**src/design/btnth_pkg.sv**
```systemverilog
`timescale 1ns / 1ps
// ----------------------------------------------------------------------------
// btnth_pkg
// Shared types, codes and constants of the button tap/hold mode engine.
// ----------------------------------------------------------------------------
package btnth_pkg;

  // time and register widths
  localparam int TimeW  = 48;
  localparam int MsW    = 16;
  localparam int UsW    = 26;   // 65535 ms in microseconds fits in 26 bits
  localparam int CodesW = 32;
  localparam int BothW  = 64;
  localparam int IdxW   = 3;
  localparam int MaxEv  = 3;
  localparam int CntW   = 2;

  localparam logic [UsW-1:0] UsPerMs = UsW'(1000);

  // codes per set and the resulting mask on a 32-bit code field
  localparam int CodesPerSet = 4;
  localparam int CodeBits    = (CodesPerSet >= 4) ? CodesW : 8 * CodesPerSet;
  localparam logic [CodesW-1:0] CodeMask =
    (CodeBits >= CodesW) ? {CodesW{1'b1}} : CodesW'((64'd1 << CodeBits) - 64'd1);

  // operating modes
  typedef enum logic [2:0] {
    ModeNormal   = 3'd0,
    ModeSticky   = 3'd1,
    ModeOverlap  = 3'd2,
    ModeEarly    = 3'd3,
    ModeExcl     = 3'd4,
    ModeExclLong = 3'd5
  } mode_e;

  // configuration register indexes
  typedef enum logic [IdxW-1:0] {
    RegMode        = 3'd0,
    RegDebounce    = 3'd1,
    RegExclHold    = 3'd2,
    RegExclLong    = 3'd3,
    RegOverlapHold = 3'd4,
    RegEarlyWindow = 3'd5,
    RegTapDelay    = 3'd6,
    RegCodes       = 3'd7
  } reg_idx_e;

  // action sets
  localparam logic SetPrimary   = 1'b0;
  localparam logic SetSecondary = 1'b1;

  // reset values in milliseconds
  localparam logic [MsW-1:0] DebounceRst    = MsW'(10);
  localparam logic [MsW-1:0] ExclHoldRst    = MsW'(200);
  localparam logic [MsW-1:0] ExclLongRst    = MsW'(600);
  localparam logic [MsW-1:0] OverlapHoldRst = MsW'(200);
  localparam logic [MsW-1:0] EarlyWindowRst = MsW'(200);
  localparam logic [MsW-1:0] TapDelayRst    = MsW'(100);

  // configuration as seen by the datapath, durations held in microseconds
  typedef struct packed {
    mode_e              mode;
    logic [UsW-1:0]     debounce_us;
    logic [UsW-1:0]     excl_hold_us;
    logic [UsW-1:0]     excl_long_us;
    logic [UsW-1:0]     overlap_us;
    logic [UsW-1:0]     early_us;
    logic [UsW-1:0]     delay_us;
    logic [BothW-1:0]   codes;
  } cfg_t;

  // one event of a poll
  typedef struct packed {
    logic set;
    logic press;
  } ev_t;

  // all events of one poll
  typedef struct packed {
    ev_t [MaxEv-1:0] ev;
    logic [CntW-1:0] cnt;
  } batch_t;

  // milliseconds to microseconds
  function automatic logic [UsW-1:0] ms_to_us(input logic [MsW-1:0] ms);
    ms_to_us = UsW'(ms) * UsPerMs;
  endfunction

endpackage

```
**src/design/btnth_if.sv**
```systemverilog
`timescale 1ns / 1ps
// ----------------------------------------------------------------------------
// btnth_if
// Handshake channels of the button tap/hold mode engine: poll, event, config.
// ----------------------------------------------------------------------------

// one button poll
interface btnth_poll_if;
  logic        valid;
  logic        ready;
  logic        pressed;
  logic [47:0] now_us;
  modport source (output valid, pressed, now_us, input ready);
  modport sink   (input valid, pressed, now_us, output ready);
endinterface

// one press or release event
interface btnth_event_if;
  logic        valid;
  logic        ready;
  logic        action_set;
  logic [31:0] action_codes;
  logic        is_press;
  logic        last;
  modport source (output valid, action_set, action_codes, is_press, last, input ready);
  modport sink   (input valid, action_set, action_codes, is_press, last, output ready);
endinterface

// configuration register write
interface btnth_cfg_if;
  logic        valid;
  logic        ready;
  logic [2:0]  index;
  logic [63:0] data;
  modport source (output valid, index, data, input ready);
  modport sink   (input valid, index, data, output ready);
endinterface

```
**src/design/btnth_cfg.sv**
```systemverilog
`timescale 1ns / 1ps
// ----------------------------------------------------------------------------
// btnth_cfg
// Configuration register file; durations are converted to microseconds on
// write so the poll path sees them ready to add.
// ----------------------------------------------------------------------------
module btnth_cfg (
  input  logic               clk_i,
  input  logic               rst_ni,
  btnth_cfg_if.sink          cfg_i,
  output btnth_pkg::cfg_t    cfg_o
);

  btnth_pkg::cfg_t cfg_q;
  logic            wr_en;
  logic [btnth_pkg::UsW-1:0] wr_us;

  // writes are always taken
  assign cfg_i.ready = 1'b1;
  assign wr_en       = cfg_i.valid;
  assign wr_us       = btnth_pkg::ms_to_us(cfg_i.data[btnth_pkg::MsW-1:0]);

  // register file
  always_ff @(posedge clk_i or negedge rst_ni) begin
    if (!rst_ni) begin
      cfg_q.mode         <= btnth_pkg::ModeNormal;
      cfg_q.debounce_us  <= btnth_pkg::ms_to_us(btnth_pkg::DebounceRst);
      cfg_q.excl_hold_us <= btnth_pkg::ms_to_us(btnth_pkg::ExclHoldRst);
      cfg_q.excl_long_us <= btnth_pkg::ms_to_us(btnth_pkg::ExclLongRst);
      cfg_q.overlap_us   <= btnth_pkg::ms_to_us(btnth_pkg::OverlapHoldRst);
      cfg_q.early_us     <= btnth_pkg::ms_to_us(btnth_pkg::EarlyWindowRst);
      cfg_q.delay_us     <= btnth_pkg::ms_to_us(btnth_pkg::TapDelayRst);
      cfg_q.codes        <= '0;
    end else if (wr_en) begin
      case (btnth_pkg::reg_idx_e'(cfg_i.index))
        btnth_pkg::RegMode:        cfg_q.mode <= btnth_pkg::mode_e'(cfg_i.data[2:0]);
        btnth_pkg::RegDebounce:    cfg_q.debounce_us  <= wr_us;
        btnth_pkg::RegExclHold:    cfg_q.excl_hold_us <= wr_us;
        btnth_pkg::RegExclLong:    cfg_q.excl_long_us <= wr_us;
        btnth_pkg::RegOverlapHold: cfg_q.overlap_us   <= wr_us;
        btnth_pkg::RegEarlyWindow: cfg_q.early_us     <= wr_us;
        btnth_pkg::RegTapDelay:    cfg_q.delay_us     <= wr_us;
        btnth_pkg::RegCodes:       cfg_q.codes        <= cfg_i.data;
        default: ;
      endcase
    end
  end

  assign cfg_o = cfg_q;

endmodule

```
**src/design/btnth_core.sv**
```systemverilog
`timescale 1ns / 1ps
// ----------------------------------------------------------------------------
// btnth_core
// Poll input register, button state and the per-mode decision logic that
// turns one poll into up to three events.
// ----------------------------------------------------------------------------
module btnth_core (
  input  logic               clk_i,
  input  logic               rst_ni,
  btnth_poll_if.sink         poll_i,
  input  btnth_pkg::cfg_t    cfg_i,
  input  logic               buf_free_i,
  output logic               load_o,
  output btnth_pkg::batch_t  batch_o
);

  localparam int TW = btnth_pkg::TimeW;

  // input register
  logic          in_vld_q;
  logic          in_pr_q;
  logic [TW-1:0] in_now_q;
  logic          accept;
  logic          move;

  // button state
  logic          prim_q, prim_d;
  logic          sec_q, sec_d;
  logic [TW-1:0] chg_q, chg_d;
  logic [TW-1:0] hold_q, hold_d;
  logic          rel_pend_q, rel_pend_d;
  logic [TW-1:0] rel_dl_q, rel_dl_d;

  // time compares
  logic [TW:0]   now_x;
  logic [TW:0]   deb_end;
  logic [TW:0]   ov_end;
  logic [TW:0]   ex_end;
  logic [TW:0]   early_end;
  logic [TW:0]   sched_sum;
  logic [TW-1:0] sched_dl;
  logic [btnth_pkg::UsW-1:0] ex_hold_us;
  logic          due;

  btnth_pkg::batch_t batch;

  // handshake: the input register empties when the event buffer takes its batch
  assign move         = in_vld_q && buf_free_i;
  assign poll_i.ready = !in_vld_q || buf_free_i;
  assign accept       = poll_i.valid && poll_i.ready;

  always_ff @(posedge clk_i or negedge rst_ni) begin
    if (!rst_ni) begin
      in_vld_q <= 1'b0;
    end else if (accept) begin
      in_vld_q <= 1'b1;
    end else if (move) begin
      in_vld_q <= 1'b0;
    end
  end

  always_ff @(posedge clk_i) begin
    if (accept) begin
      in_pr_q  <= poll_i.pressed;
      in_now_q <= poll_i.now_us;
    end
  end

  // deadlines, all one bit wider so they never wrap
  assign now_x      = {1'b0, in_now_q};
  assign ex_hold_us = (cfg_i.mode == btnth_pkg::ModeExclLong) ? cfg_i.excl_long_us
                                                              : cfg_i.excl_hold_us;
  assign deb_end    = {1'b0, chg_q}  + (TW+1)'(cfg_i.debounce_us);
  assign ov_end     = {1'b0, hold_q} + (TW+1)'(cfg_i.overlap_us);
  assign ex_end     = {1'b0, hold_q} + (TW+1)'(ex_hold_us);
  assign early_end  = {1'b0, hold_q} + (TW+1)'(cfg_i.early_us);
  assign sched_sum  = now_x + (TW+1)'(cfg_i.delay_us);
  assign sched_dl   = sched_sum[TW] ? {TW{1'b1}} : sched_sum[TW-1:0];
  assign due        = rel_pend_q && (in_now_q >= rel_dl_q);

  // per-mode decision for the poll in the input register
  always_comb begin
    logic pr;
    pr         = in_pr_q;
    prim_d     = prim_q;
    sec_d      = sec_q;
    chg_d      = chg_q;
    hold_d     = hold_q;
    rel_pend_d = rel_pend_q;
    rel_dl_d   = rel_dl_q;
    batch      = '0;

    // a delayed primary release that has come due goes first
    if (due) begin
      batch.ev[batch.cnt] = '{set: btnth_pkg::SetPrimary, press: 1'b0};
      batch.cnt           = batch.cnt + 2'd1;
      rel_pend_d          = 1'b0;
    end

    case (cfg_i.mode)
      btnth_pkg::ModeNormal: begin
        if (now_x >= deb_end) begin
          if (pr && !prim_q) begin
            batch.ev[batch.cnt] = '{set: btnth_pkg::SetPrimary, press: 1'b1};
            batch.cnt           = batch.cnt + 2'd1;
            prim_d              = 1'b1;
            chg_d               = in_now_q;
          end else if (!pr && prim_q) begin
            batch.ev[batch.cnt] = '{set: btnth_pkg::SetPrimary, press: 1'b0};
            batch.cnt           = batch.cnt + 2'd1;
            prim_d              = 1'b0;
            chg_d               = in_now_q;
          end
        end
      end
      btnth_pkg::ModeSticky: begin
        if (pr && !prim_q) begin
          prim_d              = 1'b1;
          batch.ev[batch.cnt] = '{set: btnth_pkg::SetPrimary, press: 1'b1};
          batch.cnt           = batch.cnt + 2'd1;
          batch.ev[batch.cnt] = '{set: btnth_pkg::SetSecondary, press: 1'b1};
          batch.cnt           = batch.cnt + 2'd1;
        end else if (!pr && prim_q) begin
          prim_d              = 1'b0;
          batch.ev[batch.cnt] = '{set: btnth_pkg::SetSecondary, press: 1'b0};
          batch.cnt           = batch.cnt + 2'd1;
        end
      end
      btnth_pkg::ModeOverlap: begin
        if (pr && !prim_q && !sec_q) begin
          batch.ev[batch.cnt] = '{set: btnth_pkg::SetPrimary, press: 1'b1};
          batch.cnt           = batch.cnt + 2'd1;
          prim_d              = 1'b1;
          hold_d              = in_now_q;
        end else if (pr && prim_q && !sec_q) begin
          if (now_x > ov_end) begin
            batch.ev[batch.cnt] = '{set: btnth_pkg::SetSecondary, press: 1'b1};
            batch.cnt           = batch.cnt + 2'd1;
            sec_d               = 1'b1;
          end
        end else if (!pr) begin
          if (prim_q) begin
            batch.ev[batch.cnt] = '{set: btnth_pkg::SetPrimary, press: 1'b0};
            batch.cnt           = batch.cnt + 2'd1;
            prim_d              = 1'b0;
          end
          if (sec_q) begin
            batch.ev[batch.cnt] = '{set: btnth_pkg::SetSecondary, press: 1'b0};
            batch.cnt           = batch.cnt + 2'd1;
            sec_d               = 1'b0;
          end
        end
      end
      btnth_pkg::ModeEarly: begin
        if (pr && !prim_q && !sec_q) begin
          batch.ev[batch.cnt] = '{set: btnth_pkg::SetSecondary, press: 1'b1};
          batch.cnt           = batch.cnt + 2'd1;
          sec_d               = 1'b1;
          hold_d              = in_now_q;
        end else if (!pr && sec_q) begin
          batch.ev[batch.cnt] = '{set: btnth_pkg::SetSecondary, press: 1'b0};
          batch.cnt           = batch.cnt + 2'd1;
          // a tap inside the window also taps the primary set
          if (now_x < early_end) begin
            batch.ev[batch.cnt] = '{set: btnth_pkg::SetPrimary, press: 1'b1};
            batch.cnt           = batch.cnt + 2'd1;
            rel_pend_d          = 1'b1;
            rel_dl_d            = sched_dl;
          end
          sec_d = 1'b0;
        end
      end
      btnth_pkg::ModeExcl, btnth_pkg::ModeExclLong: begin
        if (pr && !prim_q && !sec_q) begin
          prim_d = 1'b1;
          hold_d = in_now_q;
        end else if (pr && prim_q && !sec_q) begin
          if (now_x > ex_end) begin
            batch.ev[batch.cnt] = '{set: btnth_pkg::SetSecondary, press: 1'b1};
            batch.cnt           = batch.cnt + 2'd1;
            prim_d              = 1'b0;
            sec_d               = 1'b1;
          end
        end else if (!pr) begin
          if (prim_q) begin
            batch.ev[batch.cnt] = '{set: btnth_pkg::SetPrimary, press: 1'b1};
            batch.cnt           = batch.cnt + 2'd1;
            rel_pend_d          = 1'b1;
            rel_dl_d            = sched_dl;
            prim_d              = 1'b0;
          end else if (sec_q) begin
            batch.ev[batch.cnt] = '{set: btnth_pkg::SetSecondary, press: 1'b0};
            batch.cnt           = batch.cnt + 2'd1;
            sec_d               = 1'b0;
          end
        end
      end
      default: ;
    endcase
  end

  // state advances when the poll's batch is handed over
  always_ff @(posedge clk_i or negedge rst_ni) begin
    if (!rst_ni) begin
      prim_q     <= 1'b0;
      sec_q      <= 1'b0;
      chg_q      <= '0;
      hold_q     <= '0;
      rel_pend_q <= 1'b0;
      rel_dl_q   <= '0;
    end else if (move) begin
      prim_q     <= prim_d;
      sec_q      <= sec_d;
      chg_q      <= chg_d;
      hold_q     <= hold_d;
      rel_pend_q <= rel_pend_d;
      rel_dl_q   <= rel_dl_d;
    end
  end

  assign load_o  = move;
  assign batch_o = batch;

  // a due delayed release always leads the batch
  a_due_first: assert property (@(posedge clk_i) disable iff (!rst_ni)
    move && due |-> batch.cnt != 2'd0 && batch.ev[0].set == btnth_pkg::SetPrimary
                    && !batch.ev[0].press)
    else $error("due delayed release not first in batch");

  // a held poll is not dropped while the buffer is busy
  a_hold_poll: assert property (@(posedge clk_i) disable iff (!rst_ni)
    in_vld_q && !buf_free_i |=> in_vld_q && $stable(in_now_q))
    else $error("stalled poll lost");

  // a scheduled release deadline never lies before the poll time
  a_dl_ahead: assert property (@(posedge clk_i) disable iff (!rst_ni)
    move && rel_pend_d && !rel_pend_q |-> rel_dl_d >= in_now_q)
    else $error("release deadline before poll time");

endmodule

```
**src/design/btnth_evbuf.sv**
```systemverilog
`timescale 1ns / 1ps
// ----------------------------------------------------------------------------
// btnth_evbuf
// Result register holding one poll's events, delivered one per cycle while
// event_o is ready, with the chosen set's action codes and the last-event mark.
// ----------------------------------------------------------------------------
module btnth_evbuf (
  input  logic               clk_i,
  input  logic               rst_ni,
  input  logic               load_i,
  input  btnth_pkg::batch_t  batch_i,
  input  btnth_pkg::cfg_t    cfg_i,
  output logic               free_o,
  btnth_event_if.source      event_o
);

  localparam int CW = btnth_pkg::CntW;

  btnth_pkg::ev_t [btnth_pkg::MaxEv-1:0] ev_q;
  logic [CW-1:0] cnt_q;
  logic [CW-1:0] rd_q;
  logic          pop;
  logic          last_ev;
  logic          last_pop;
  btnth_pkg::ev_t cur;

  // read side
  assign cur      = ev_q[rd_q];
  assign last_ev  = (rd_q == cnt_q - 2'd1);
  assign pop      = event_o.valid && event_o.ready;
  assign last_pop = pop && last_ev;
  assign free_o   = (cnt_q == '0) || last_pop;

  assign event_o.valid        = (cnt_q != '0);
  assign event_o.action_set   = cur.set;
  assign event_o.is_press     = cur.press;
  assign event_o.last         = last_ev;
  assign event_o.action_codes = btnth_pkg::CodeMask &
    (cur.set ? cfg_i.codes[btnth_pkg::BothW-1:btnth_pkg::CodesW]
             : cfg_i.codes[btnth_pkg::CodesW-1:0]);

  // count and read pointer
  always_ff @(posedge clk_i or negedge rst_ni) begin
    if (!rst_ni) begin
      cnt_q <= '0;
      rd_q  <= '0;
    end else if (load_i) begin
      cnt_q <= batch_i.cnt;
      rd_q  <= '0;
    end else if (last_pop) begin
      cnt_q <= '0;
      rd_q  <= '0;
    end else if (pop) begin
      rd_q  <= rd_q + 2'd1;
    end
  end

  // event payload
  always_ff @(posedge clk_i) begin
    if (load_i) begin
      ev_q <= batch_i.ev;
    end
  end

  // read pointer stays inside the batch
  a_rd_range: assert property (@(posedge clk_i) disable iff (!rst_ni)
    cnt_q != '0 |-> rd_q < cnt_q)
    else $error("read pointer beyond batch");

  // a new batch only lands in a buffer that is empty or handing out its last event
  a_load_free: assert property (@(posedge clk_i) disable iff (!rst_ni)
    load_i |-> free_o)
    else $error("batch loaded over pending events");

  // an event that is not the last one is followed by the next of the batch
  a_next_ev: assert property (@(posedge clk_i) disable iff (!rst_ni)
    pop && !last_ev |=> event_o.valid && $stable(cnt_q) && rd_q == $past(rd_q) + 2'd1)
    else $error("batch not continued");

endmodule

```
**src/design/button_tap_hold_mode_engine_unit.sv**
```systemverilog
`timescale 1ns / 1ps
// ----------------------------------------------------------------------------
// button_tap_hold_mode_engine_unit
// Button tap/hold engine: turns timed button polls into press and release
// events of a primary and a secondary action set.
// ----------------------------------------------------------------------------
// A poll is registered in the input register on acceptance and decided there;
// once the result register is free, its zero to three events move into the
// result register, from which the first event is offered on event_o. The
// result register drains one event per cycle while event_o is ready, and a
// poll giving k events holds the channel until all k are taken; polls keep
// flowing at one per cycle while the result register is free or emptying,
// with one more poll waiting in the input register.
// Configuration writes are always accepted and must only be made while no
// poll is in flight; durations are kept in microseconds internally.
module button_tap_hold_mode_engine_unit (
  input  logic           clk_i,
  input  logic           rst_ni,
  btnth_cfg_if.sink      cfg_i,
  btnth_poll_if.sink     poll_i,
  btnth_event_if.source  event_o
);

  btnth_pkg::cfg_t   cfg;
  btnth_pkg::batch_t batch;
  logic              load;
  logic              buf_free;

  // configuration registers
  btnth_cfg u_cfg (
    .clk_i  (clk_i),
    .rst_ni (rst_ni),
    .cfg_i  (cfg_i),
    .cfg_o  (cfg)
  );

  // poll register and mode logic
  btnth_core u_core (
    .clk_i      (clk_i),
    .rst_ni     (rst_ni),
    .poll_i     (poll_i),
    .cfg_i      (cfg),
    .buf_free_i (buf_free),
    .load_o     (load),
    .batch_o    (batch)
  );

  // result register
  btnth_evbuf u_evbuf (
    .clk_i   (clk_i),
    .rst_ni  (rst_ni),
    .load_i  (load),
    .batch_i (batch),
    .cfg_i   (cfg),
    .free_o  (buf_free),
    .event_o (event_o)
  );

endmodule

```
**src/flat_wrapper.sv**
```systemverilog
// flat-port wrapper written by rule: the top's interface ports become plain ports
module button_tap_hold_mode_engine_unit_flat 
  (clk_i, rst_ni, cfg_i_valid, cfg_i_index, cfg_i_data, cfg_i_ready, poll_i_valid, poll_i_pressed, poll_i_now_us, poll_i_ready, event_o_valid, event_o_action_set, event_o_action_codes, event_o_is_press, event_o_last, event_o_ready);
  btnth_cfg_if cfg_i_i ();
  btnth_poll_if poll_i_i ();
  btnth_event_if event_o_i ();
  input  logic clk_i;
  input  logic rst_ni;
  input wire logic [$bits(cfg_i_i.valid)-1:0] cfg_i_valid;
  input wire logic [$bits(cfg_i_i.index)-1:0] cfg_i_index;
  input wire logic [$bits(cfg_i_i.data)-1:0] cfg_i_data;
  output wire logic [$bits(cfg_i_i.ready)-1:0] cfg_i_ready;
  input wire logic [$bits(poll_i_i.valid)-1:0] poll_i_valid;
  input wire logic [$bits(poll_i_i.pressed)-1:0] poll_i_pressed;
  input wire logic [$bits(poll_i_i.now_us)-1:0] poll_i_now_us;
  output wire logic [$bits(poll_i_i.ready)-1:0] poll_i_ready;
  output wire logic [$bits(event_o_i.valid)-1:0] event_o_valid;
  output wire logic [$bits(event_o_i.action_set)-1:0] event_o_action_set;
  output wire logic [$bits(event_o_i.action_codes)-1:0] event_o_action_codes;
  output wire logic [$bits(event_o_i.is_press)-1:0] event_o_is_press;
  output wire logic [$bits(event_o_i.last)-1:0] event_o_last;
  input wire logic [$bits(event_o_i.ready)-1:0] event_o_ready;
  assign cfg_i_i.valid = cfg_i_valid;
  assign cfg_i_i.index = cfg_i_index;
  assign cfg_i_i.data = cfg_i_data;
  assign cfg_i_ready = cfg_i_i.ready;
  assign poll_i_i.valid = poll_i_valid;
  assign poll_i_i.pressed = poll_i_pressed;
  assign poll_i_i.now_us = poll_i_now_us;
  assign poll_i_ready = poll_i_i.ready;
  assign event_o_valid = event_o_i.valid;
  assign event_o_action_set = event_o_i.action_set;
  assign event_o_action_codes = event_o_i.action_codes;
  assign event_o_is_press = event_o_i.is_press;
  assign event_o_last = event_o_i.last;
  assign event_o_i.ready = event_o_ready;
  button_tap_hold_mode_engine_unit u_core (.clk_i(clk_i), .rst_ni(rst_ni), .cfg_i(cfg_i_i), .poll_i(poll_i_i), .event_o(event_o_i));
endmodule
```
**config.mk**
```make
export PLATFORM = sky130hd
export DESIGN_NAME = button_tap_hold_mode_engine_unit_flat
export DESIGN_NICKNAME = d
export VERILOG_FILES = /design/src/design/btnth_pkg.sv /design/src/design/btnth_if.sv /design/src/design/btnth_cfg.sv /design/src/design/btnth_core.sv /design/src/design/btnth_evbuf.sv /design/src/design/button_tap_hold_mode_engine_unit.sv /design/src/flat_wrapper.sv
export SDC_FILE = /design/constraint.sdc
export NUM_CORES = 1
export LEC_CHECK = 0
export BUFFER_PORTS_ARGS = -buffer_cell sky130_fd_sc_hd__buf_2
export CORE_AREA = 2 2 331 333
export CTS_BUF_LIST = sky130_fd_sc_hd__clkbuf_16
export CTS_CLUSTER_DIAMETER = 150
export DETAILED_ROUTE_END_ITERATION = 10
export DIE_AREA = 0 0 333 335
export MAX_ROUTING_LAYER = met4
export PLACE_DENSITY = 0.55
export SYNTH_ARGS = -nofsm -noshare
export SYNTH_HDL_FRONTEND = slang
export SYNTH_HIERARCHICAL = 1
export SYNTH_SLANG_ARGS = --single-unit
```
**constraint.sdc**
```tcl
create_clock -name clk_i -period 8.4 [get_ports clk_i]
set_input_delay 0.42 -clock clk_i [delete_from_list [all_inputs] [get_ports clk_i]]
set_output_delay 0.42 -clock clk_i [all_outputs]
set_load 0.05 [all_outputs]
```
Word-level counts from Yosys, hierarchy flattened
Index checks and enable logic that the tools add are counted.
{"block": "totals", "ram_bits": 0, "latch_bits": 0, "input_bits": 121, "mem_count": 0, "rom_bits": 0, "reg_bits": 412, "out_inout_bits": 38, "word_cells": 225}
{"block": "classes", "div": 0, "n_eq_ne": 30, "n_lt_le_gt_ge": 12, "n_mul": 1, "n_mux": 85, "n_bitwise": 16, "add_sub_neg": 10, "shifts": 0, "reduce_logical": 46}
{"cell": "$mux W48", "count": 10}
{"cell": "$add A48 B26 Y49", "count": 5}
{"cell": "$mux W8", "count": 24}
{"cell": "$gt A48 B49 Y1", "count": 2}
{"cell": "$pmux W48 S2", "count": 1}
{"cell": "$ge A48 B49 Y1", "count": 1}
{"cell": "$lt A48 B49 Y1", "count": 1}
{"cell": "$ge A48 B48 Y1", "count": 1}
{"cell": "$pmux W8 S5", "count": 1}
{"cell": "$mux W32", "count": 1}
{"cell": "$mux W1", "count": 31}
{"cell": "$mux W26", "count": 1}
{"cell": "$mul A16 B7 Y23 const B", "count": 1}
{"cell": "$ne A3 B3 Y1 const B", "count": 7}
{"cell": "$eq A3 B3 Y1 const B", "count": 6}
{"cell": "$mux W2", "count": 9}
{"cell": "$ne A2 B2 Y1 const B", "count": 9}
{"cell": "$reduce_and A2 Y1", "count": 8}
{"cell": "$logic_and A1 B1 Y1", "count": 14}
{"cell": "$demux W2 S2", "count": 3}
{"cell": "$eq A3 B2 Y1 const B", "count": 4}
{"cell": "$lt A2 B3 Y1 const B", "count": 4}
{"cell": "$not A3 Y3", "count": 4}
{"cell": "$reduce_and A10 Y1", "count": 1}
{"cell": "31 further kinds", "count": 51}

Longest topological paths before layout
Gate-level depths: netlist (run 1).
{"block": "depth", "depth_word": 26, "depth_mapped": 33, "ltp_nobuf": 31}

Hierarchy
The synthesis (run 1) kept the hierarchy.
{"module": "btnth_core", "cells_per_inst": 2435, "area_per_inst_um2": 21767.1, "n_inst": 1, "seq_area_each_um2": 5175.0}
{"module": "btnth_cfg", "cells_per_inst": 921, "area_per_inst_um2": 10525.1, "n_inst": 1, "seq_area_each_um2": 5176.2}
{"module": "btnth_evbuf", "cells_per_inst": 75, "area_per_inst_um2": 1001.0, "n_inst": 1, "seq_area_each_um2": 280.3}

Worst setup path before layout (run 1)
No wires, ideal clock.
{"block": "synth_timing", "kind": "flip-flop to flip-flop", "startpoint": "register u_core.u_cfg.cfg_q, in the netlist u_core/u_cfg/cfg_o[222]", "endpoint": "register u_core.u_evbuf.cnt_q[1]", "setup_slack_ns": 1.981, "required_ns": 8.227, "arrival_time_ns": 6.246, "stages_incl_launch_ff": 33, "period_less_slack_ns": 6.419, "n_path_buf": 4, "setup_ns": 0.173, "path_cell_list": "dfrtp_1 -> clkbuf_1 -> nor2b_1 -> clkbuf_1 -> nand2_1 -> clkbuf_1 -> mux2_2 -> ha_1 -> a211o_1 -> a21oi_1 -> a211oi_1 -> nor4_1 -> nor3_1 -> a221oi_1 -> a31oi_1 -> clkbuf_1 -> nand3_1 -> xor2_1 -> ha_1 -> and4_1 -> a211o_1 -> a211o_1 -> a211oi_1 -> nor2_1 -> a21boi_1 -> ha_1 -> nand2_1 -> o21ai_0 -> a31oi_1 -> or2_2 -> nand4_1 -> mux2i_1 -> a21oi_1"}
{"element": "start, declared", "line": "btnth_cfg.sv:14", "rtl": "btnth_pkg::cfg_t cfg_q;"}
{"element": "end signal, assigned", "line": "btnth_evbuf.sv:48", "rtl": "cnt_q <= batch_i.cnt;"}
{"element": "end, declared", "line": "btnth_evbuf.sv:20", "rtl": "logic [CW-1:0] cnt_q;"}

==> impl_metrics.toml, run 1 <==
[clock_network]
cts_made_buffers = 53
cts_root_buf = "clkbuf_16"
clock_path_buffers = 3
clk_pin_slew_worst_paths_ns = 0.06
cts_sinks = 412
cts-htree-levels = 2
cts_tree = "built"
postCtsSetupRepairBufs = 0
worstSkewPairLatency_ns = 0.66

[finish]
layout-drive-gt1-share = 0.158
seqCellArea_um2 = 10600
nNetsFinal = 4281
nFillCells = 11197
final_cell_mix = "ha_1, dfrtp_1, nand2_1, o21ai_0, a21oi_1"
final_common_cell = "ha_1"
multiInputGateArea_um2 = 21300
area_delta_synth_final_pct = 14.9

[logic_synthesis]
seq_area_frac_synth = 0.319
synth_ff_type = "dfrtp_1"
avgSynthCellArea_um2 = 9.70
netlist_instances = 3431
yosysWarnings = 6
yosys_register_bits = 412
async_flop_share = 0.867
synth_cell_types = 101
synth_edf_count = 55
syn-cell-area_um2 = 33300

[sta]
slew_violations = 0
min_period_ns = 7.62
worst_pin_slew_ns = 1.34
fmax_mhz = 131
fin_ws_ns = 0.783
fin_skew_ns = 0.0683
setup_tns_ns = 0
hold_violations = 0
rsz0062_at_grt = "no"
min_period_over_period = 0.907
setup_viol = 0
max-slew-margin-rel = 0.104

[route]
via_per_inst = 5.13
remaining_drc_errors = 0
wl_mm = 94.6
avgRoutedWirePerCell_um = 18.5
vias = 26304
drtAntennaViolNets = 0
first_pass_iters = 5
drt_iter0_drc = 1329

[pwr]
vdd_drop_max_v = 0.000239
p_per_area_nw_per_um2 = 416
leakage_nw = 17.1

[job]
drv_cap = 0

[setup_path]
slowest_stage = "or4_1"
critPathMostFrequentCell = "a21oi_1"
endpoint_kind = "flip-flop"
r2r_end = "u_core/u_evbuf/cnt_q[0]"
r2r_setup_slack_ns = 0.78
cp_max_fo = 6
r2r_cells = 28
critical_path_class = "flip-flop to flip-flop"
cpPeakStageDelay_ns = 0.69
crit_arrival_ns = 8.19
cp_data_required_time_ns = 8.97
worstReg2RegStart = "u_core/u_core/hold_q[4]"
startpoint_type = "flip-flop"

[place]
dp_hpwl_mm = 72.0
pre_cts_ws_ns = 0.632
gp_congestion = 0.917
io_buffers = 157

[worst_hold_path]
holdPathEnd = "u_core/u_cfg/cfg_o[16]"
hold_path_class = "input port to flip-flop"
hp-start = "cfg_i_data[16]"
hold_depth = 2

[floorplanning]
io_pins = 159
core_um2 = 108000
rows = 121
initial_core_util = 0.308
die_area_um2 = 112000
die_y_um = 335
die_x_um = 333

[global_routing]
grt_start_max_net_pins = 151
antenna_found_initial = 0
grt_pass1_vias = 26764
grtUsageTotal = 0.174
grt_pass1_wl_mm = 149
overflow = 0

[status]
status = "finished, final reports clean"
cell type report:
cell class	instances	area share
inverter	188	0.0184
multi-input combinational	2709	0.557
clock buffer	58	0.0379
clock inverter	41	0.00798
antenna	5	0.000327
timing repair buffer	296	0.0544
sequential	412	0.278
tap	1414	0.0462
worst max-delay path: cells and delay by family, from the launching register on:
kind,cells,cell delay (ns)
AOI/OAI and AO/OA,16,4.03
and+or+nand+nor,6,1.62
DFF,1,0.45
xor gates and xnor gates,1,0.13
muxes,2,0.26
adders and majority gates,3,1.04
cell usage after synthesis, drive strengths merged, types with 41 or more instances:
master,number,share of area
ha,441,0.17
dfrtp,320,0.24
nand2,302,0.034
o21ai,262,0.040
mux2,229,0.081
a21oi,211,0.032
inv,188,0.021
nor2,135,0.015
xor2,127,0.034
xnor2,108,0.029
a21o,88,0.020
clkbuf,87,0.010
nor3,80,0.012
nand3,73,0.011
nand4,72,0.014
a31oi,67,0.013
fa,59,0.035
edfxtp,55,0.050
buf,52,0.012
nor2b,41,0.0077
per-layer routing:
metal  share of wire  routed length (µm)  GRT usage  vias to the layer above
li1                -                   -          -                    12927
met1            0.48               45800      0.231                    12710
met2            0.45               42700      0.276                      527
met3           0.037                3470     0.0200                      140
met4           0.028                2650     0.0524                        0
met5               0                   0          -                        -
cells by family after synthesis:
logic type               count (synthesis)  synth area share
AO/OA/AOI/OAI                          857             0.163
XOR/XNOR                               235            0.0625
adder cells (fa/ha/maj)                500             0.201
buffers and inverters                  327            0.0436
flip-flops                             412             0.319
multiplexers                           240            0.0840
other                                    2          0.000226
AND/OR/NAND/NOR                        858             0.126
where the power goes:
group	leakage [nW]	switching (W)	total, W	internal, W
clock	0.883	0.000972	0.00229	0.00131
combinational	11.4	0.00595	0.0100	0.00410
sequential	4.86	0.000754	0.00360	0.00285
worst max path at each step:
stage | from | to | cells past startpoint
CTS | u_core/u_cfg/cfg_o[221] | u_core/u_evbuf/cnt_q[1] | 27
detailed placement | u_core/u_cfg/cfg_o[221] | u_core/u_evbuf/cnt_q[1] | 29
finish | u_core/u_core/hold_q[4] | u_core/u_evbuf/cnt_q[0] | 28
global route | u_core/u_core/hold_q[4] | u_core/u_evbuf/cnt_q[0] | 28
floorplan | u_core/u_cfg/cfg_o[222] | u_core/u_evbuf/cnt_q[1] | 32
global placement | u_core/u_cfg/cfg_o[221] | u_core/u_evbuf/cnt_q[1] | 27
repair_timing:
action                                  in CTS  in global routing
hold endpoints to repair                   174                  0
endpoints found under the setup margin       0                  1
hold buffers                                92                  0
resized for setup                            0                  1
metrics by stage:
step	hold WS, ns	instances	power (W)	cell area, µm²	utilization
floorplan	0.124	3448	0.0109	33400	-
global placement	0.457	4927	0.0134	35600	0.329
detailed placement	0.465	4927	0.0136	35600	0.329
CTS	0.00199	5118	0.0160	38300	0.354
global route	0.0192	5118	0.0174	38300	0.354
finish	0.0409	5123	0.0159	38300	0.354
state kept, by name (all words and copies together), names as in the netlist:
register and flops:
u_core/u_core/sec_q 1, u_core/u_core/in_now_q 48, u_core/u_core/in_pr_q 1, u_core/u_core/prim_q 1
u_core/u_core/chg_q 48, u_core/u_core/hold_q 48, u_core/u_core/in_vld_q 1, u_core/u_evbuf/rd_q 2
u_core/u_core/rel_dl_q 48, u_core/u_core/rel_pend_q 1, u_core/u_cfg/cfg_o 205, u_core/u_evbuf/cnt_q 2
u_core/u_evbuf/ev_q 6
No activity file was read; power rests on OpenSTA's default activity.
==> run 2, diff against run 1 <==
- PLACE_DENSITY: 0.55 -> 0.56
- clock period: 8.4 -> 6.9 ns (I/O delays scaled with it)
==> impl_metrics.toml, run 2 (synthesis results as in run 1) <==
[clock_network]
worstSkewPairLatency_ns = 0.67
cts_sinks = 412
clk_pin_slew_worst_paths_ns = 0.06
clock_path_buffers = 3
cts_root_buf = "clkbuf_16"
cts-htree-levels = 2
cts_tree = "built"
cts_made_buffers = 55

[setup_path]
startpoint_type = "flip-flop"
cp_data_required_time_ns = 7.47
critical_path_class = "flip-flop to flip-flop"
crit_arrival_ns = 7.15
r2r_cells = 28
cp_max_fo = 6
cpPeakStageDelay_ns = 0.57
slowest_stage = "or4_1"
critPathMostFrequentCell = "a21oi_1"
endpoint_kind = "flip-flop"

[pwr]
leakage_nw = 17.4
p_per_area_nw_per_um2 = 511
vdd_drop_max_v = 0.000353

[finish]
final_common_cell = "ha_1"
final_cell_mix = "ha_1, dfrtp_1, nand2_1, o21ai_0, a21oi_1"
seqCellArea_um2 = 10600
area_delta_synth_final_pct = 16.9
finish.utilization = 0.360
postLayoutCellArea_um2 = 38900
multiInputGateArea_um2 = 21400
layout-drive-gt1-share = 0.168
nFillCells = 11021
largest_reg_flops = 205
nNetsFinal = 4326

[sta]
max-slew-margin-rel = 0.280
min_period_ns = 6.57
setup_viol = 0
hold_violations = 0
fin_skew_ns = 0.0534
fmax_mhz = 152
slew_violations = 0
worst_pin_slew_ns = 1.08
fin_ws_ns = 0.327
min_period_over_period = 0.953
fin_hold_ws_ns = 0.103

[floorplanning]
die_y_um = 335
rows = 121
die_x_um = 333
io_pins = 159
initial_core_util = 0.308
core_um2 = 108000
die_area_um2 = 112000

[global_routing]
use_met2 = 0.281
antenna_found_initial = 4
grt_start_max_net_pins = 157
busiest_layer = "met2"
grt_pass1_wl_mm = 150
grtUsageTotal = 0.174
met3_usage = 0.0219
grt_pass1_vias = 26698
met1_usage = 0.228
overflow = 0

[place]
io_buffers = 157
gp_congestion = 0.917
dpl_cell_area_um2 = 35800
dp_hpwl_mm = 72.3
pre_cts_ws_ns = 0.153

[worst_hold_path]
hold_path_class = "input port to flip-flop"
hold_depth = 4

[route]
drtAntennaViolNets = 0
wl_mm = 94.9
vias = 26310
first_pass_iters = 5
avgRoutedWirePerCell_um = 18.3
remaining_drc_errors = 0
drt_iter0_drc = 1380
via_per_inst = 5.08

[status]
status = "finished, final reports clean"

[job]
drv_cap = 0
## run 2: changes by cell type in the layout (fill, tap and decap cells not counted), moves of 3 or more
cell,change
bufinv_16,+8
diode_2,+5
buf_12,+3
dlygate4sd3_1,+7
buf_4,+33
inv_6,-4
clkinv_1,-4
clkinv_2,-7
inv_1,+6
clkinv_4,+5
## run 2: worst paths after layout
path / start / end / slack, ns
max in group asynchronous: rst_ni / u_core/u_core/rel_dl_q[40] / 5.22
min in group asynchronous: rst_ni / u_core/u_cfg/cfg_o[17] / 0.26
max: u_core/u_core/hold_q[4] / u_core/u_evbuf/cnt_q[0] / 0.33
min: event_o_ready / u_core/u_evbuf/rd_q[0] / 0.10
max reg2reg: u_core/u_core/hold_q[4] / u_core/u_evbuf/cnt_q[0] / 0.33
min reg2reg: u_core/u_cfg/cfg_o[191] / u_core/u_cfg/cfg_o[191] / 0.47
## run 2: layout make-up
| type | instances | area share |
|---|---|---|
| Timing Repair Buffer | 339 | 0.0632 |
| Inverter | 188 | 0.0181 |
| Clock inverter | 46 | 0.0141 |
| Antenna cell | 10 | 0.000643 |
| Tap cell | 1414 | 0.0455 |
| Clock buffer | 57 | 0.0366 |
| Multi-Input combinational cell | 2709 | 0.549 |
| Sequential cell | 412 | 0.273 |
## run 2: per-layer routing
metal  routed length (µm)  vias to the layer above
met5                    0                        -
met4                 2550                        0
met3                 3840                      135
met2                43300                      520
met1                45200                    12635
li1                     -                    13020
## run 2: repair_timing
item,4_1_cts,5_1_grt
resized for setup,0,11
hold buffers,99,0
endpoints found under the setup margin,0,4
setup buffers,0,6
endpoints found under the hold margin,173,0
## run 2: worst max-delay path: cells and delay by family, from the launching register on
| family | cells | cell delay (ns) |
|---|---|---|
| DFF | 1 | 0.44 |
| muxes | 2 | 0.23 |
| adders and majority gates | 3 | 0.97 |
| xor gates and xnor gates | 1 | 0.14 |
| and+or+nand+nor | 7 | 1.60 |
| buffers and inverters | 1 | 0.19 |
| AOI/OAI and AO/OA | 14 | 2.89 |
## run 2: power by group
part	switching, W	internal (W)
clock	0.00122	0.00189
sequential	0.000856	0.00346
combinational	0.00738	0.00510
## run 2: through the flow
stage | cells | TNS, ns | total power (W)
after floorplan | 3448 | 0 | 0.0133
final | 5175 | 0 | 0.0199
after CTS | 5159 | 0 | 0.0199
after global placement | 4957 | 0 | 0.0165
after detailed placement | 4957 | 0 | 0.0166
after global routing | 5169 | -0.00781 | 0.0217
==> run 3, diff against run 2 <==
- CORE_AREA: 2 2 331 333 -> 2 2 321 323
- DIE_AREA: 0 0 333 335 -> 0 0 323 325
- SYNTH_HIERARCHICAL: 1 -> unset
==> impl_metrics.toml, run 3 <==
[status]
status = "finished, final reports clean"

[sta]
slew_violations = 0
min_period_over_period = 0.959
fmax_mhz = 151
max-slew-margin-rel = 0.341
worst_pin_slew_ns = 0.982
setup_viol = 0
fin_skew_ns = 0.0420
hold_violations = 0
min_period_ns = 6.62

[logic_synthesis]
synth_cell_types = 86
synth_top_family_by_area = "adder cells"
synth_ff_type = "dfrtp_1"
synth_top_cell_by_area = "dfrtp_1"
syn-cell-area_um2 = 31300
yosys.area_share.simple = 0.118
synth.area.mux_share = 0.0911
avgSynthCellArea_um2 = 10.0
yosys_register_bits = 412
yosysWarnings = 0
synth_fp_nets = 3728
synth_compound_area_frac = 0.154
netlist_instances = 3127
async_flop_share = 0.867
synthTopCellsByArea = "dfrtp_1, ha_1, mux2_2"
synthXorXnorAreaFrac = 0.0613
netlist.area_leader.share = 0.256
synth_fa_ha_area_frac = 0.206
synth_edf_count = 55
synthTopCellsByCount = "ha_1, dfrtp_1, nand2_1, o21ai_0, mux2_2"
seq_area_frac_synth = 0.340
yosysMostFrequentCell = "ha_1"

[route]
wl_mm = 92.1
vias = 24706
first_pass_iters = 5
avgRoutedWirePerCell_um = 18.8
drtAntennaViolNets = 0
via_per_inst = 5.05
remaining_drc_errors = 0
drt_iter0_drc = 1320

[global_routing]
busiest_layer = "met2"
antenna_found_initial = 3
grt_pass1_wl_mm = 145
overflow = 0
met1_usage = 0.241
grtUsageTotal = 0.181
grt_pass1_vias = 25211
grt_start_max_net_pins = 78
met3_usage = 0.0215
use_met2 = 0.292

[clock_network]
worstSkewPairLatency_ns = 0.64
clock_path_buffers = 3
cts_root_buf = "clkbuf_16"
cts_tree = "built"
cts-htree-levels = 2
cts_sinks = 412
clk_pin_slew_worst_paths_ns = 0.06
cts_made_buffers = 51

[pwr]
p_per_area_nw_per_um2 = 511
clkPwrFrac = 0.143
share_comb_of_total_power = 0.631
p_int_w = 0.0102
vdd_drop_max_v = 0.000282
swShare = 0.467
switchingPower_w = 0.00892
p_total_w = 0.0191
leakage_nw = 17.0
seq_power_share = 0.226

[finish]
area_delta_synth_final_pct = 19.6
largest_reg_flops = 205
nFillCells = 10265
n_antenna_cell = 0
nNetsFinal = 4085
final_common_cell = "ha_1"
layout-drive-gt1-share = 0.202
final_cell_count_no_fill = 4895
final_cell_mix = "ha_1, dfrtp_1, nand2_1, o21ai_0, mux2_2"

[setup_path]
startpoint_type = "flip-flop"
cp_max_fo = 4
critical_path_class = "flip-flop to flip-flop"
slowest_stage = "fa_2"
cp_data_required_time_ns = 7.40
endpoint_kind = "flip-flop"
crit_arrival_ns = 7.12
cpPeakStageDelay_ns = 0.41

[worst_hold_path]
hold_path_class = "input port to flip-flop"

[floorplanning]
core_um2 = 101000
die_x_um = 323
rows = 117
die_y_um = 325
io_pins = 159
initial_core_util = 0.309
die_area_um2 = 105000

[job]
drv_cap = 0

[place]
dp_hpwl_mm = 69.7
io_buffers = 157
gp_congestion = 0.923
placedCellCount = 4698
[run 3: cell types whose count changed in the layout (fill, tap and decap cells not counted), sizes merged, moves of 27 or more]
cell	previous run	this run
nand2	302	271
a31oi	67	11
o21ai	262	235
buf	240	301
a21oi	211	183
nor3	80	47
inv	204	152
a22oi	7	40
[run 3: metal layers]
metal,vias up,routed length (µm)
met5,-,0
met4,0,2300
met3,126,3930
met2,498,42400
met1,11967,43500
li1,12115,-
[run 3: logic make-up (layout without fill, tap and decap cells)]
family | count (synthesis) | count (layout)
compound gates | 764 | 764
xor+xnor | 219 | 219
fa+ha+maj | 480 | 480
buf+inv | 232 | 632
flops | 412 | 412
mux | 247 | 247
other cells | 1 | 1
simple gates | 772 | 772
[run 3: worst paths after layout]
check                                   startpoint                       to  slack (ns)  depth (start not counted)
max                        u_core.u_cfg.cfg_o[221]  u_core.u_evbuf.cnt_q[1]        0.28                         32
min                                  event_o_ready   u_core.u_core.in_vld_q        0.12                          4
max reg2reg                u_core.u_cfg.cfg_o[221]  u_core.u_evbuf.cnt_q[1]        0.28                         32
min reg2reg                u_core.u_cfg.cfg_o[183]  u_core.u_cfg.cfg_o[183]        0.47                          2
max in group asynchronous                   rst_ni   u_core.u_cfg.cfg_o[11]        4.97                          4
min in group asynchronous                   rst_ni  u_core.u_core.hold_q[1]        0.26                          2
[run 3: power groups by stage]
stage          logic (W)  registers [W]  clock network, W
6_report          0.0121        0.00433           0.00274
5_1_grt           0.0135        0.00446           0.00292
2_1_floorplan    0.00850        0.00395                 0
4_1_cts           0.0120        0.00432           0.00283
3_5_place_dp      0.0119        0.00436                 0
3_3_place_gp      0.0118        0.00435                 0
[run 3: timing repair]
| item | CTS | global route |
|---|---|---|
| buffers inserted | 0 | 2 |
| pin swaps | 0 | 15 |
| gates cloned | 0 | 0 |
| endpoints found under the hold margin | 160 | 0 |
| setup endpoints to repair | 1 | 56 |
| hold buffers | 99 | 0 |
| resized for setup | 4 | 36 |
[run 3: layout make-up]
type / instances / area (µm²) / area share
repair buffers: 400 / 2930 / 0.0784
well taps: 1368 / 1710 / 0.0457
clock buffers: 52 / 1300 / 0.0348
multi-input cells: 2483 / 20000 / 0.533
inverters: 136 / 510 / 0.0136
clock inverters: 44 / 382 / 0.0102
flip-flops and latches: 412 / 10600 / 0.284
[run 3: through the flow]
| step | setup WS [ns] | hold slack, ns | setup TNS [ns] | util | cell area (µm²) |
|---|---|---|---|---|---|
| floorplan | 0.316 | 0.0494 | 0 | - | 31300 |
| global placement | -0.0293 | 0.366 | -0.0293 | 0.341 | 34600 |
| detailed placement | -0.0273 | 0.374 | -0.0273 | 0.341 | 34600 |
| CTS | 0.00942 | 0.0711 | 0 | 0.368 | 37300 |
| global route | -0.0791 | 0.142 | -0.240 | 0.370 | 37400 |
| finish | 0.284 | 0.120 | 0 | 0.370 | 37400 |
[run 3: worst max-delay path: cells and delay by family (launching register included)]
| kind | cells | cell delay, ns |
|---|---|---|
| flip-flops | 1 | 0.40 |
| AND/OR/NAND/NOR | 8 | 1.14 |
| buffers and inverters | 4 | 0.53 |
| AO/OA/AOI/OAI | 14 | 2.90 |
| multiplexers | 1 | 0.24 |
| adder cells (fa/ha/maj) | 4 | 1.14 |
| XOR/XNOR | 1 | 0.15 |
